**src/rtl/dasd_pkg.sv**
```systemverilog
// ----------------------------------------------------------------------------
// Date add/subtract days: shared package
// Control word and status types, sequencer program and calendar helpers.
// ----------------------------------------------------------------------------
package dasd_pkg;

    // Field widths of the transactions.
    localparam int YEAR_W      = 14;
    localparam int MONTH_W     = 4;
    localparam int DAY_W       = 5;
    localparam int MOD_W       = 9;
    localparam int M_TDATA_W   = 24;
    localparam int S_FIXED_W   = YEAR_W + MONTH_W + DAY_W;

    // Calendar constants.
    localparam logic [YEAR_W-1:0]  YEAR_MIN    = YEAR_W'(1);
    localparam logic [YEAR_W-1:0]  YEAR_MAX    = YEAR_W'(9999);
    localparam logic [YEAR_W-1:0]  LEAP_CYCLE  = YEAR_W'(400);
    localparam logic [MONTH_W-1:0] MONTH_FIRST = MONTH_W'(1);
    localparam logic [MONTH_W-1:0] MONTH_LAST  = MONTH_W'(12);

    // Datapath operations.
    typedef enum logic [2:0] {
        OP_NOP,
        OP_MOD,
        OP_CLAMP,
        OP_FWD,
        OP_BWD,
        OP_FINISH
    } op_t;

    // Jump conditions.
    typedef enum logic [2:0] {
        COND_ALWAYS,
        COND_GE400,
        COND_BACK,
        COND_STOP,
        COND_OUT_BUSY
    } cond_t;

    localparam int STEP_W = 3;
    typedef logic [STEP_W-1:0] step_t;

    // Program step addresses.
    localparam step_t STEP_MOD      = STEP_W'(0);
    localparam step_t STEP_CLAMP    = STEP_W'(1);
    localparam step_t STEP_DISPATCH = STEP_W'(2);
    localparam step_t STEP_FWD      = STEP_W'(3);
    localparam step_t STEP_FWD_EXIT = STEP_W'(4);
    localparam step_t STEP_BWD      = STEP_W'(5);
    localparam step_t STEP_FINISH   = STEP_W'(6);

    // One control word: operation, jump condition, polarity and target.
    typedef struct packed {
        op_t   op;
        cond_t cond;
        logic  invert;
        step_t target;
    } ctrl_t;

    // Status flags returned by the datapath to the sequencer.
    typedef struct packed {
        logic ge400;
        logic back;
        logic stop;
    } status_t;

    // Program table. A step jumps to its target when the condition (xor the
    // invert bit) holds, and otherwise falls through to the next step.
    function automatic ctrl_t seq_rom(input step_t step);
        ctrl_t w;
        unique case (step)
            STEP_MOD:      w = '{OP_MOD,    COND_GE400,    1'b0, STEP_MOD};
            STEP_CLAMP:    w = '{OP_CLAMP,  COND_ALWAYS,   1'b1, STEP_MOD};
            STEP_DISPATCH: w = '{OP_NOP,    COND_BACK,     1'b0, STEP_BWD};
            STEP_FWD:      w = '{OP_FWD,    COND_STOP,     1'b1, STEP_FWD};
            STEP_FWD_EXIT: w = '{OP_NOP,    COND_ALWAYS,   1'b0, STEP_FINISH};
            STEP_BWD:      w = '{OP_BWD,    COND_STOP,     1'b1, STEP_BWD};
            STEP_FINISH:   w = '{OP_FINISH, COND_OUT_BUSY, 1'b0, STEP_FINISH};
            default:       w = '{OP_NOP,    COND_ALWAYS,   1'b0, STEP_FINISH};
        endcase
        return w;
    endfunction

    // Leap rule on the year reduced modulo 400: divisible by 4, except the
    // centuries that are not a multiple of 400.
    function automatic logic leap_of(input logic [MOD_W-1:0] r);
        return (r[1:0] == 2'b00) && (r != MOD_W'(100)) && (r != MOD_W'(200))
               && (r != MOD_W'(300));
    endfunction

    // Month length table.
    function automatic logic [DAY_W-1:0] month_len(input logic leap,
                                                   input logic [MONTH_W-1:0] month);
        logic [DAY_W-1:0] len;
        case (month) inside
            MONTH_W'(2):                                    len = leap ? DAY_W'(29) : DAY_W'(28);
            MONTH_W'(4), MONTH_W'(6), MONTH_W'(9), MONTH_W'(11): len = DAY_W'(30);
            default:                                        len = DAY_W'(31);
        endcase
        return len;
    endfunction

endpackage

```
**src/rtl/dasd_datapath.sv**
```systemverilog
// ----------------------------------------------------------------------------
// Date add/subtract days: datapath
// Holds the walking date and remaining count; executes one operation a cycle.
// ----------------------------------------------------------------------------
module dasd_datapath #(
    parameter int COUNT_WIDTH = 16
) (
    input  logic                          aclk,
    input  logic                          load,
    input  logic                          req_type,
    input  logic [dasd_pkg::YEAR_W-1:0]   start_year,
    input  logic [dasd_pkg::MONTH_W-1:0]  start_month,
    input  logic [dasd_pkg::DAY_W-1:0]    start_day,
    input  logic [COUNT_WIDTH-1:0]        day_count,
    input  dasd_pkg::op_t                 op,
    output dasd_pkg::status_t             status,
    output logic [dasd_pkg::YEAR_W-1:0]   result_year,
    output logic [dasd_pkg::MONTH_W-1:0]  result_month,
    output logic [dasd_pkg::DAY_W-1:0]    result_day,
    output logic                          range_error
);

    localparam int YW = dasd_pkg::YEAR_W;
    localparam int MW = dasd_pkg::MONTH_W;
    localparam int DW = dasd_pkg::DAY_W;
    localparam int RW = dasd_pkg::MOD_W;

    logic                   back_reg;
    logic [YW-1:0]          year_reg;
    logic [YW-1:0]          m400_reg;
    logic [MW-1:0]          month_reg;
    logic [DW-1:0]          day_reg;
    logic [COUNT_WIDTH-1:0] n_reg;
    logic                   err_reg;

    logic [MW-1:0]          month_in;
    logic [RW-1:0]          r_cur;
    logic [DW-1:0]          len_cur;
    logic [DW-1:0]          room;
    logic [COUNT_WIDTH-1:0] room_ext;
    logic [COUNT_WIDTH-1:0] day_ext;
    logic                   fwd_cross;
    logic                   bwd_cross;
    logic                   year_dec;
    logic [MW-1:0]          month_dec;
    logic [RW-1:0]          r_dec;
    logic [DW-1:0]          len_prev;
    logic                   stop;

    // Clamp the start month into 1..12 on load.
    always_comb begin
        if (start_month < dasd_pkg::MONTH_FIRST) begin
            month_in = dasd_pkg::MONTH_FIRST;
        end else if (start_month > dasd_pkg::MONTH_LAST) begin
            month_in = dasd_pkg::MONTH_LAST;
        end else begin
            month_in = start_month;
        end
    end

    // Length of the current month and the forward crossing test.
    assign r_cur     = m400_reg[RW-1:0];
    assign len_cur   = dasd_pkg::month_len(dasd_pkg::leap_of(r_cur), month_reg);
    assign room      = len_cur - day_reg;
    assign room_ext  = {{(COUNT_WIDTH-DW){1'b0}}, room};
    assign day_ext   = {{(COUNT_WIDTH-DW){1'b0}}, day_reg};
    assign fwd_cross = n_reg > room_ext;
    assign bwd_cross = n_reg >= day_ext;

    // Previous month, with the year stepping back when leaving January.
    assign year_dec  = month_reg == dasd_pkg::MONTH_FIRST;
    assign month_dec = year_dec ? dasd_pkg::MONTH_LAST : month_reg - MW'(1);
    assign r_dec     = (r_cur == '0) ? RW'(399) : r_cur - RW'(1);
    assign len_prev  = dasd_pkg::month_len(dasd_pkg::leap_of(year_dec ? r_dec : r_cur),
                                           month_dec);

    // Status for the sequencer.
    assign stop         = (n_reg == '0) || err_reg;
    assign status.ge400 = m400_reg >= dasd_pkg::LEAP_CYCLE;
    assign status.back  = back_reg;
    assign status.stop  = stop;

    // Working registers.
    always_ff @(posedge aclk) begin
        if (load) begin
            back_reg  <= req_type;
            year_reg  <= start_year;
            m400_reg  <= start_year;
            month_reg <= month_in;
            day_reg   <= start_day;
            n_reg     <= day_count;
            err_reg   <= 1'b0;
        end else begin
            case (op)
                dasd_pkg::OP_MOD: begin
                    if (status.ge400) begin
                        m400_reg <= m400_reg - dasd_pkg::LEAP_CYCLE;
                    end
                end
                dasd_pkg::OP_CLAMP: begin
                    if (day_reg == '0) begin
                        day_reg <= DW'(1);
                    end else if (day_reg > len_cur) begin
                        day_reg <= len_cur;
                    end
                end
                dasd_pkg::OP_FWD: begin
                    if (!stop) begin
                        if (fwd_cross) begin
                            n_reg   <= n_reg - room_ext;
                            day_reg <= '0;
                            if (month_reg == dasd_pkg::MONTH_LAST) begin
                                month_reg <= dasd_pkg::MONTH_FIRST;
                                if (year_reg >= dasd_pkg::YEAR_MAX) begin
                                    err_reg <= 1'b1;
                                end else begin
                                    year_reg <= year_reg + YW'(1);
                                    m400_reg <= (r_cur == RW'(399)) ? '0
                                                : m400_reg + YW'(1);
                                end
                            end else begin
                                month_reg <= month_reg + MW'(1);
                            end
                        end else begin
                            day_reg <= day_reg + n_reg[DW-1:0];
                            n_reg   <= '0;
                        end
                    end
                end
                dasd_pkg::OP_BWD: begin
                    if (!stop) begin
                        if (bwd_cross) begin
                            n_reg     <= n_reg - day_ext;
                            month_reg <= month_dec;
                            day_reg   <= len_prev;
                            if (year_dec) begin
                                if (year_reg <= dasd_pkg::YEAR_MIN) begin
                                    err_reg <= 1'b1;
                                end else begin
                                    year_reg <= year_reg - YW'(1);
                                    m400_reg <= {{(YW-RW){1'b0}}, r_dec};
                                end
                            end
                        end else begin
                            day_reg <= day_reg - n_reg[DW-1:0];
                            n_reg   <= '0;
                        end
                    end
                end
                default: begin
                end
            endcase
        end
    end

    // Final date and range check.
    assign result_year  = year_reg;
    assign result_month = month_reg;
    assign result_day   = day_reg;
    assign range_error  = err_reg || (year_reg < dasd_pkg::YEAR_MIN)
                          || (year_reg > dasd_pkg::YEAR_MAX);

endmodule

```
**src/rtl/date_add_subtract_days_core.sv**
```systemverilog
// From the input transaction to a valid result: the modulo step reduces the year modulo 400
// (the start year divided by 400 is up to 40), then clamp and dispatch run, then a forward
// or backward step per month crossed plus one for a part-month remainder, a forward exit
// step on the forward path, and the finishing step, which waits while the output is stalled.
// A 16-bit count crosses up to about 2150 months. One transaction at a time: the next is
// accepted once the result is registered. Reset clears the sequencer and output valid flag.
// ----------------------------------------------------------------------------
// Date add/subtract days: top level
// Microcoded sequencer that moves a Gregorian date forward or back by a count
// of days, walking one month per step over the datapath.
// ----------------------------------------------------------------------------
module date_add_subtract_days_core #(
    parameter int  COUNT_WIDTH = 16,
    localparam int S_TDATA_W   = ((dasd_pkg::S_FIXED_W + COUNT_WIDTH + 7) / 8) * 8
) (
    input  logic                           aclk,
    input  logic                           aresetn,
    input  logic                           s_tvalid,
    output logic                           s_tready,
    // start_year[13:0], start_month[17:14], start_day[22:18], day_count, zero pad
    input  logic [S_TDATA_W-1:0]           s_tdata,
    // req_type
    input  logic                           s_tuser,
    output logic                           m_tvalid,
    input  logic                           m_tready,
    // result_year[13:0], result_month[17:14], result_day[22:18], zero pad
    output logic [dasd_pkg::M_TDATA_W-1:0] m_tdata,
    // range_error
    output logic                           m_tuser
);

    localparam int YW = dasd_pkg::YEAR_W;
    localparam int MW = dasd_pkg::MONTH_W;
    localparam int DW = dasd_pkg::DAY_W;

    logic                           busy_reg;
    dasd_pkg::step_t                step_reg;
    dasd_pkg::step_t                step_next;
    logic                           m_tvalid_reg;
    logic [dasd_pkg::M_TDATA_W-1:0] m_tdata_reg;
    logic                           m_tuser_reg;

    dasd_pkg::ctrl_t   ctrl;
    dasd_pkg::status_t status;
    dasd_pkg::op_t     exec_op;
    logic              accept;
    logic              out_free;
    logic              cond_raw;
    logic              finish_fire;
    logic [YW-1:0]     res_year;
    logic [MW-1:0]     res_month;
    logic [DW-1:0]     res_day;
    logic              res_err;

    assign accept   = s_tvalid && s_tready;
    assign s_tready = !busy_reg;
    assign out_free = !m_tvalid_reg || m_tready;

    // Current control word from the program table.
    assign ctrl    = dasd_pkg::seq_rom(step_reg);
    assign exec_op = busy_reg ? ctrl.op : dasd_pkg::OP_NOP;

    // Datapath holding the date being walked.
    dasd_datapath #(
        .COUNT_WIDTH (COUNT_WIDTH)
    ) u_datapath (
        .aclk         (aclk),
        .load         (accept),
        .req_type     (s_tuser),
        .start_year   (s_tdata[YW-1:0]),
        .start_month  (s_tdata[YW +: MW]),
        .start_day    (s_tdata[YW+MW +: DW]),
        .day_count    (s_tdata[dasd_pkg::S_FIXED_W +: COUNT_WIDTH]),
        .op           (exec_op),
        .status       (status),
        .result_year  (res_year),
        .result_month (res_month),
        .result_day   (res_day),
        .range_error  (res_err)
    );

    // Jump condition and next step.
    always_comb begin
        unique case (ctrl.cond)
            dasd_pkg::COND_ALWAYS:   cond_raw = 1'b1;
            dasd_pkg::COND_GE400:    cond_raw = status.ge400;
            dasd_pkg::COND_BACK:     cond_raw = status.back;
            dasd_pkg::COND_STOP:     cond_raw = status.stop;
            dasd_pkg::COND_OUT_BUSY: cond_raw = !out_free;
            default:                 cond_raw = 1'b0;
        endcase
        if (cond_raw ^ ctrl.invert) begin
            step_next = ctrl.target;
        end else begin
            step_next = step_reg + dasd_pkg::STEP_W'(1);
        end
    end

    assign finish_fire = busy_reg && (ctrl.op == dasd_pkg::OP_FINISH) && out_free;

    // Sequencer and output handshake control.
    always_ff @(posedge aclk) begin
        if (!aresetn) begin
            busy_reg     <= 1'b0;
            step_reg     <= dasd_pkg::STEP_MOD;
            m_tvalid_reg <= 1'b0;
        end else begin
            if (accept) begin
                busy_reg <= 1'b1;
                step_reg <= dasd_pkg::STEP_MOD;
            end else if (finish_fire) begin
                busy_reg <= 1'b0;
                step_reg <= dasd_pkg::STEP_MOD;
            end else if (busy_reg) begin
                step_reg <= step_next;
            end
            // The finishing step fills the output; a taken result empties it.
            if (finish_fire) begin
                m_tvalid_reg <= 1'b1;
            end else if (m_tready) begin
                m_tvalid_reg <= 1'b0;
            end
        end
    end

    // Result register; a range error forces the date fields to zero.
    always_ff @(posedge aclk) begin
        if (finish_fire) begin
            m_tuser_reg <= res_err;
            if (res_err) begin
                m_tdata_reg <= '0;
            end else begin
                m_tdata_reg <= {{(dasd_pkg::M_TDATA_W-dasd_pkg::S_FIXED_W){1'b0}},
                                res_day, res_month, res_year};
            end
        end
    end

    assign m_tvalid = m_tvalid_reg;
    assign m_tdata  = m_tdata_reg;
    assign m_tuser  = m_tuser_reg;

    // An accepted transaction starts the program from its first step.
    a_accept_starts: assert property (@(posedge aclk) disable iff (!aresetn)
        accept |=> busy_reg && (step_reg == dasd_pkg::STEP_MOD))
        else $error("sequencer did not start after an input transaction");

    // The step counter rests at the first step whenever the block is idle.
    a_idle_step: assert property (@(posedge aclk) disable iff (!aresetn)
        !busy_reg |-> (step_reg == dasd_pkg::STEP_MOD))
        else $error("step counter moved while idle");

    // A result only appears after the finishing step.
    a_result_source: assert property (@(posedge aclk) disable iff (!aresetn)
        $rose(m_tvalid_reg) |-> $past(busy_reg)
                                && ($past(step_reg) == dasd_pkg::STEP_FINISH))
        else $error("result raised outside the finishing step");

    // A range error carries an all-zero date.
    a_error_zero: assert property (@(posedge aclk) disable iff (!aresetn)
        (m_tvalid && m_tuser) |-> (m_tdata == '0))
        else $error("range error with a non-zero date");

endmodule
```
**config.mk**
```make
export PLATFORM = sky130hd
export DESIGN_NAME = date_add_subtract_days_core
export DESIGN_NICKNAME = d
export VERILOG_FILES = /design/src/rtl/dasd_pkg.sv /design/src/rtl/dasd_datapath.sv /design/src/rtl/date_add_subtract_days_core.sv
export SDC_FILE = /design/constraint.sdc
export NUM_CORES = 1
export LEC_CHECK = 0
export CAP_MARGIN = 20
export CORE_ASPECT_RATIO = 0.75
export CORE_MARGIN = 2
export CORE_UTILIZATION = 25
export DETAILED_ROUTE_END_ITERATION = 10
export DONT_BUFFER_PORTS = 1
export RECOVER_POWER = 50
export SKIP_LAST_GASP = 1
export SYNTH_ARGS = -nofsm -noshare
export SYNTH_HDL_FRONTEND = slang
export SYNTH_SLANG_ARGS = --single-unit
```
**constraint.sdc**
```tcl
create_clock -name aclk -period 4.64 [get_ports aclk]
set_input_delay 0 -clock aclk [delete_from_list [all_inputs] [get_ports aclk]]
set_output_delay 0 -clock aclk [all_outputs]
set_load 0.005 [all_outputs]
```
==> summary.txt <==
Clock tree
  • H-tree depth: 3
  • Clk Tree Root Cell: sky130_fd_sc_hd__clkbuf_16
  • Reg clk slew, reported paths: 70 ps
  • Longest Clk Path Bufs: 2
  • Clock network latency to the later pin of the worst-skew pair: 370 ps
  • CTS tree: done
  • CTS buffer count: 9
  • CTS sink count: 84

Detailed routing
  • DRC violations left: 0
  • Number of vias in the routed layout: 6259
  • Final routed wirelength across all metal layers: 21300 um
  • Count of antenna-violating nets left after detailed routing: 0
  • Vias per Instance: 5.26
  • Detailed-router iteration count before antenna repair: 5
  • 1st-iter DRT viols: 593
  • Average wire per cell in the routed design: 17.9 um

Timing
  • RSZ-0062 raised after global routing: no
  • Setup TNS: 0 ps
  • Post-layout minimum cycle time: 4300 ps
  • Max Transition Viols Final: 0
  • Worst-Margin Slew: 1330 ps
  • Clock skew: 9.65 ps
  • Tightest slew margin relative to the limit: 0.109
  • Crit share post-route: 0.927
  • Final setup violation count: 0
  • Maximum frequency from static timing analysis: 233 MHz
  • Final count of hold timing violations: 0

Global routing
  • Maximum number of pins on one net before global-route repair: 44
  • Number of antenna violations at the first check in global routing: 1
  • Global routing usage on met3: 0.0347
  • Vias in the first global route: 5853
  • GR Layer Usage met1: 0.221
  • Overflow left after global routing: 0
  • Total global-route track usage: 0.148
  • Met2 GRT Util: 0.210
  • Most congested layer reported by global routing: met1
  • First-pass GRT wire length: 33600 um

Setup path
  • CP dominant cell by count: sky130_fd_sc_hd__ha_1
  • Top cell family by delay on the critical path: compound AO/OA/AOI/OAI gates
  • CP endpoint kind: register
  • Peak per-stage delay on the critical path: 380 ps
  • Worst path buffer plus inverter count: 3
  • Endpoint arrival time on the critical path: 4410 ps
  • Setup Crit Path Kind: reg2reg
  • Kind of start point of the critical path: register
  • WP data required: 4750 ps
  • Slowest cell on crit path: sky130_fd_sc_hd__edfxtp_1
  • List of cells traversed by the critical path: inv_1, ha_1, nor4bb_1, a41oi_1, nor3b_2, nor3_2, o31ai_2, ha_1, inv_1, a211o_1, xnor2_1, ha_1, o21a_1, o31a_1, nor2_1, o21bai_2, buf_4, and2_1, a32o_1, a21oi_1, a21oi_1
  • Worst-path maximum fanout: 4

Logic synthesis
  • Syn Area/Cell: 8.85 um2
  • Yosys warning count: 0
  • Share of async-settable or async-resettable flops after synthesis: 0
  • Cell area after synthesis: 6980 um2
  • Number of distinct library cells after synthesis: 85
  • Post-Syn Nets: 882
  • Post-synth EDFFs: 78
  • Sequential share of the synthesized area: 0.353
  • Number of standard cells after synthesis: 788
  • Dominant synthesized flop cell: sky130_fd_sc_hd__edfxtp_1
  • Number of synthesized register bits: 84

Final layout
  • Final std cell area, no fill: 8230 um2
  • Total Nets Final: 926
  • Signed area change from the synthesized netlist to the final layout: 18.0%
  • Most common library cell in the layout ignoring fill and taps: sky130_fd_sc_hd__nor2_1
  • Commonest non-fill, non-tap cells in the layout: sky130_fd_sc_hd__nor2_1 (82), sky130_fd_sc_hd__edfxtp_1 (78), sky130_fd_sc_hd__nand2_1 (69), sky130_fd_sc_hd__o21ai_0 (55), sky130_fd_sc_hd__ha_1 (44)
  • Number of flip-flops under the largest register name: 23
  • Share of cells above drive strength 1: 0.0860

Floorplan
  • Area of the placeable core: 27200 um2
  • Top-Level Pins: 72
  • Site Rows: 52
  • Width of the die: 197 um
  • Die outline area: 29300 um2
  • Height of the chip: 149 um
  • Starting utilization of the core area: 0.257

Placed design
  • Post-place instance area: 7500 um2
  • Input/output buffers: 0
  • Half-perimeter wire length of the detailed placement result: 15800 um
  • RD Place Congestion: 0.887

Power
  • Leak: 2.99 nW
  • IR drop worst, VDD: 150 uV
  • Power density over the cells: 334 nW/um2

Hold path
  • Worst hold path class: in2reg

Run
  • Number of max-capacitance violations reported: 0

Run status
  • Outcome: completed
==> layout make-up <==
type                    count  area (um2)
fillers                  2857       19000
diodes                      1        2.50
clock inverters             6        48.8
flip-flops and latches     84        2460
inverters                  39         146
repair buffers             80         718
multi-input cells         618        4180
well taps                 351         439
clock buffers              10         229
==> path summary, 6_finish.rpt <==
check / start / to / slack, ps / cells past startpoint
max: u_datapath.m400_reg[4] / u_datapath.n_reg[7] / 340 / 21
min: s_tdata[17] / u_datapath.result_month[0] / 9 / 2
max reg2reg: u_datapath.m400_reg[4] / u_datapath.n_reg[7] / 340 / 21
min reg2reg: step_reg[0] / step_reg[0] / 550 / 2
==> where the power goes <==
group / total [mW] / internal [mW] / switching, mW
logic: 0.988 / 0.437 / 0.551
clock network: 0.698 / 0.367 / 0.330
registers: 1.07 / 0.941 / 0.125
==> timing repair <==
| item | CTS | global route |
|---|---|---|
| resized for setup | 0 | 7 |
| hold buffers | 43 | 0 |
| buffers inserted | 0 | 2 |
| hold endpoints to repair | 57 | 0 |
| setup endpoints to repair | 0 | 47 |
==> layer usage <==
metal  wire length (um)  part of all wire
met5                  0                 0
met4                447             0.021
met3               1540             0.072
met2               8890              0.42
met1              10500              0.49
==> cells in the mapped netlist (4+ instances only) <==
| library cell | count | share of area |
|---|---|---|
| sky130_fd_sc_hd__nor2_1 | 82 | 0.044 |
| sky130_fd_sc_hd__edfxtp_1 | 78 | 0.34 |
| sky130_fd_sc_hd__nand2_1 | 69 | 0.037 |
| sky130_fd_sc_hd__o21ai_0 | 55 | 0.039 |
| sky130_fd_sc_hd__ha_1 | 44 | 0.079 |
| sky130_fd_sc_hd__a21oi_1 | 43 | 0.031 |
| sky130_fd_sc_hd__inv_1 | 37 | 0.020 |
| sky130_fd_sc_hd__clkbuf_1 | 33 | 0.018 |
| sky130_fd_sc_hd__nand3_1 | 29 | 0.021 |
| sky130_fd_sc_hd__xnor2_1 | 23 | 0.029 |
| sky130_fd_sc_hd__xor2_1 | 23 | 0.029 |
| sky130_fd_sc_hd__and2_1 | 20 | 0.018 |
| sky130_fd_sc_hd__nor3_1 | 18 | 0.013 |
| sky130_fd_sc_hd__nand2b_1 | 13 | 0.012 |
| sky130_fd_sc_hd__a31oi_1 | 12 | 0.011 |
| sky130_fd_sc_hd__and3_1 | 11 | 0.0099 |
| sky130_fd_sc_hd__o221ai_1 | 11 | 0.014 |
| sky130_fd_sc_hd__nand4_1 | 10 | 0.0090 |
| sky130_fd_sc_hd__nor4_1 | 10 | 0.0090 |
| sky130_fd_sc_hd__o211ai_1 | 10 | 0.011 |
| sky130_fd_sc_hd__buf_2 | 9 | 0.0065 |
| sky130_fd_sc_hd__o21a_1 | 9 | 0.0097 |
| sky130_fd_sc_hd__a21o_1 | 7 | 0.0075 |
| sky130_fd_sc_hd__o311ai_0 | 7 | 0.0088 |
| sky130_fd_sc_hd__o31ai_1 | 7 | 0.0075 |
| sky130_fd_sc_hd__dfxtp_1 | 6 | 0.017 |
| sky130_fd_sc_hd__mux2i_1 | 6 | 0.0086 |
| sky130_fd_sc_hd__nor2b_1 | 6 | 0.0054 |
| sky130_fd_sc_hd__fa_1 | 5 | 0.014 |
| sky130_fd_sc_hd__nand3b_1 | 5 | 0.0054 |
| sky130_fd_sc_hd__o22ai_1 | 5 | 0.0045 |
| sky130_fd_sc_hd__a221oi_1 | 4 | 0.0050 |
| sky130_fd_sc_hd__a41oi_1 | 4 | 0.0050 |
| sky130_fd_sc_hd__nor3b_1 | 4 | 0.0043 |
==> cells by family after synthesis <==
logic type	after synthesis	share of synthesized area
compound gates	218	0.219
other cells	1	0.000538
xor+xnor	47	0.0601
fa+ha+maj	49	0.0933
buf+inv	86	0.0508
mux	7	0.0102
simple gates	296	0.213
flops	84	0.353
==> metrics by stage <==
step	total power, mW	setup slack (ps)	std cells	util	hold slack, ps
2_1_floorplan	1.73	293	788	-	98.9
3_3_place_gp	1.99	222	1127	0.276	99.1
3_5_place_dp	2.00	161	1127	0.276	99.1
4_1_cts	2.75	145	1186	0.302	2.46
5_1_grt	2.93	10.8	1189	0.303	2.09
6_report	2.75	340	1189	0.303	9.22
(Power assumes the default switching activity.)
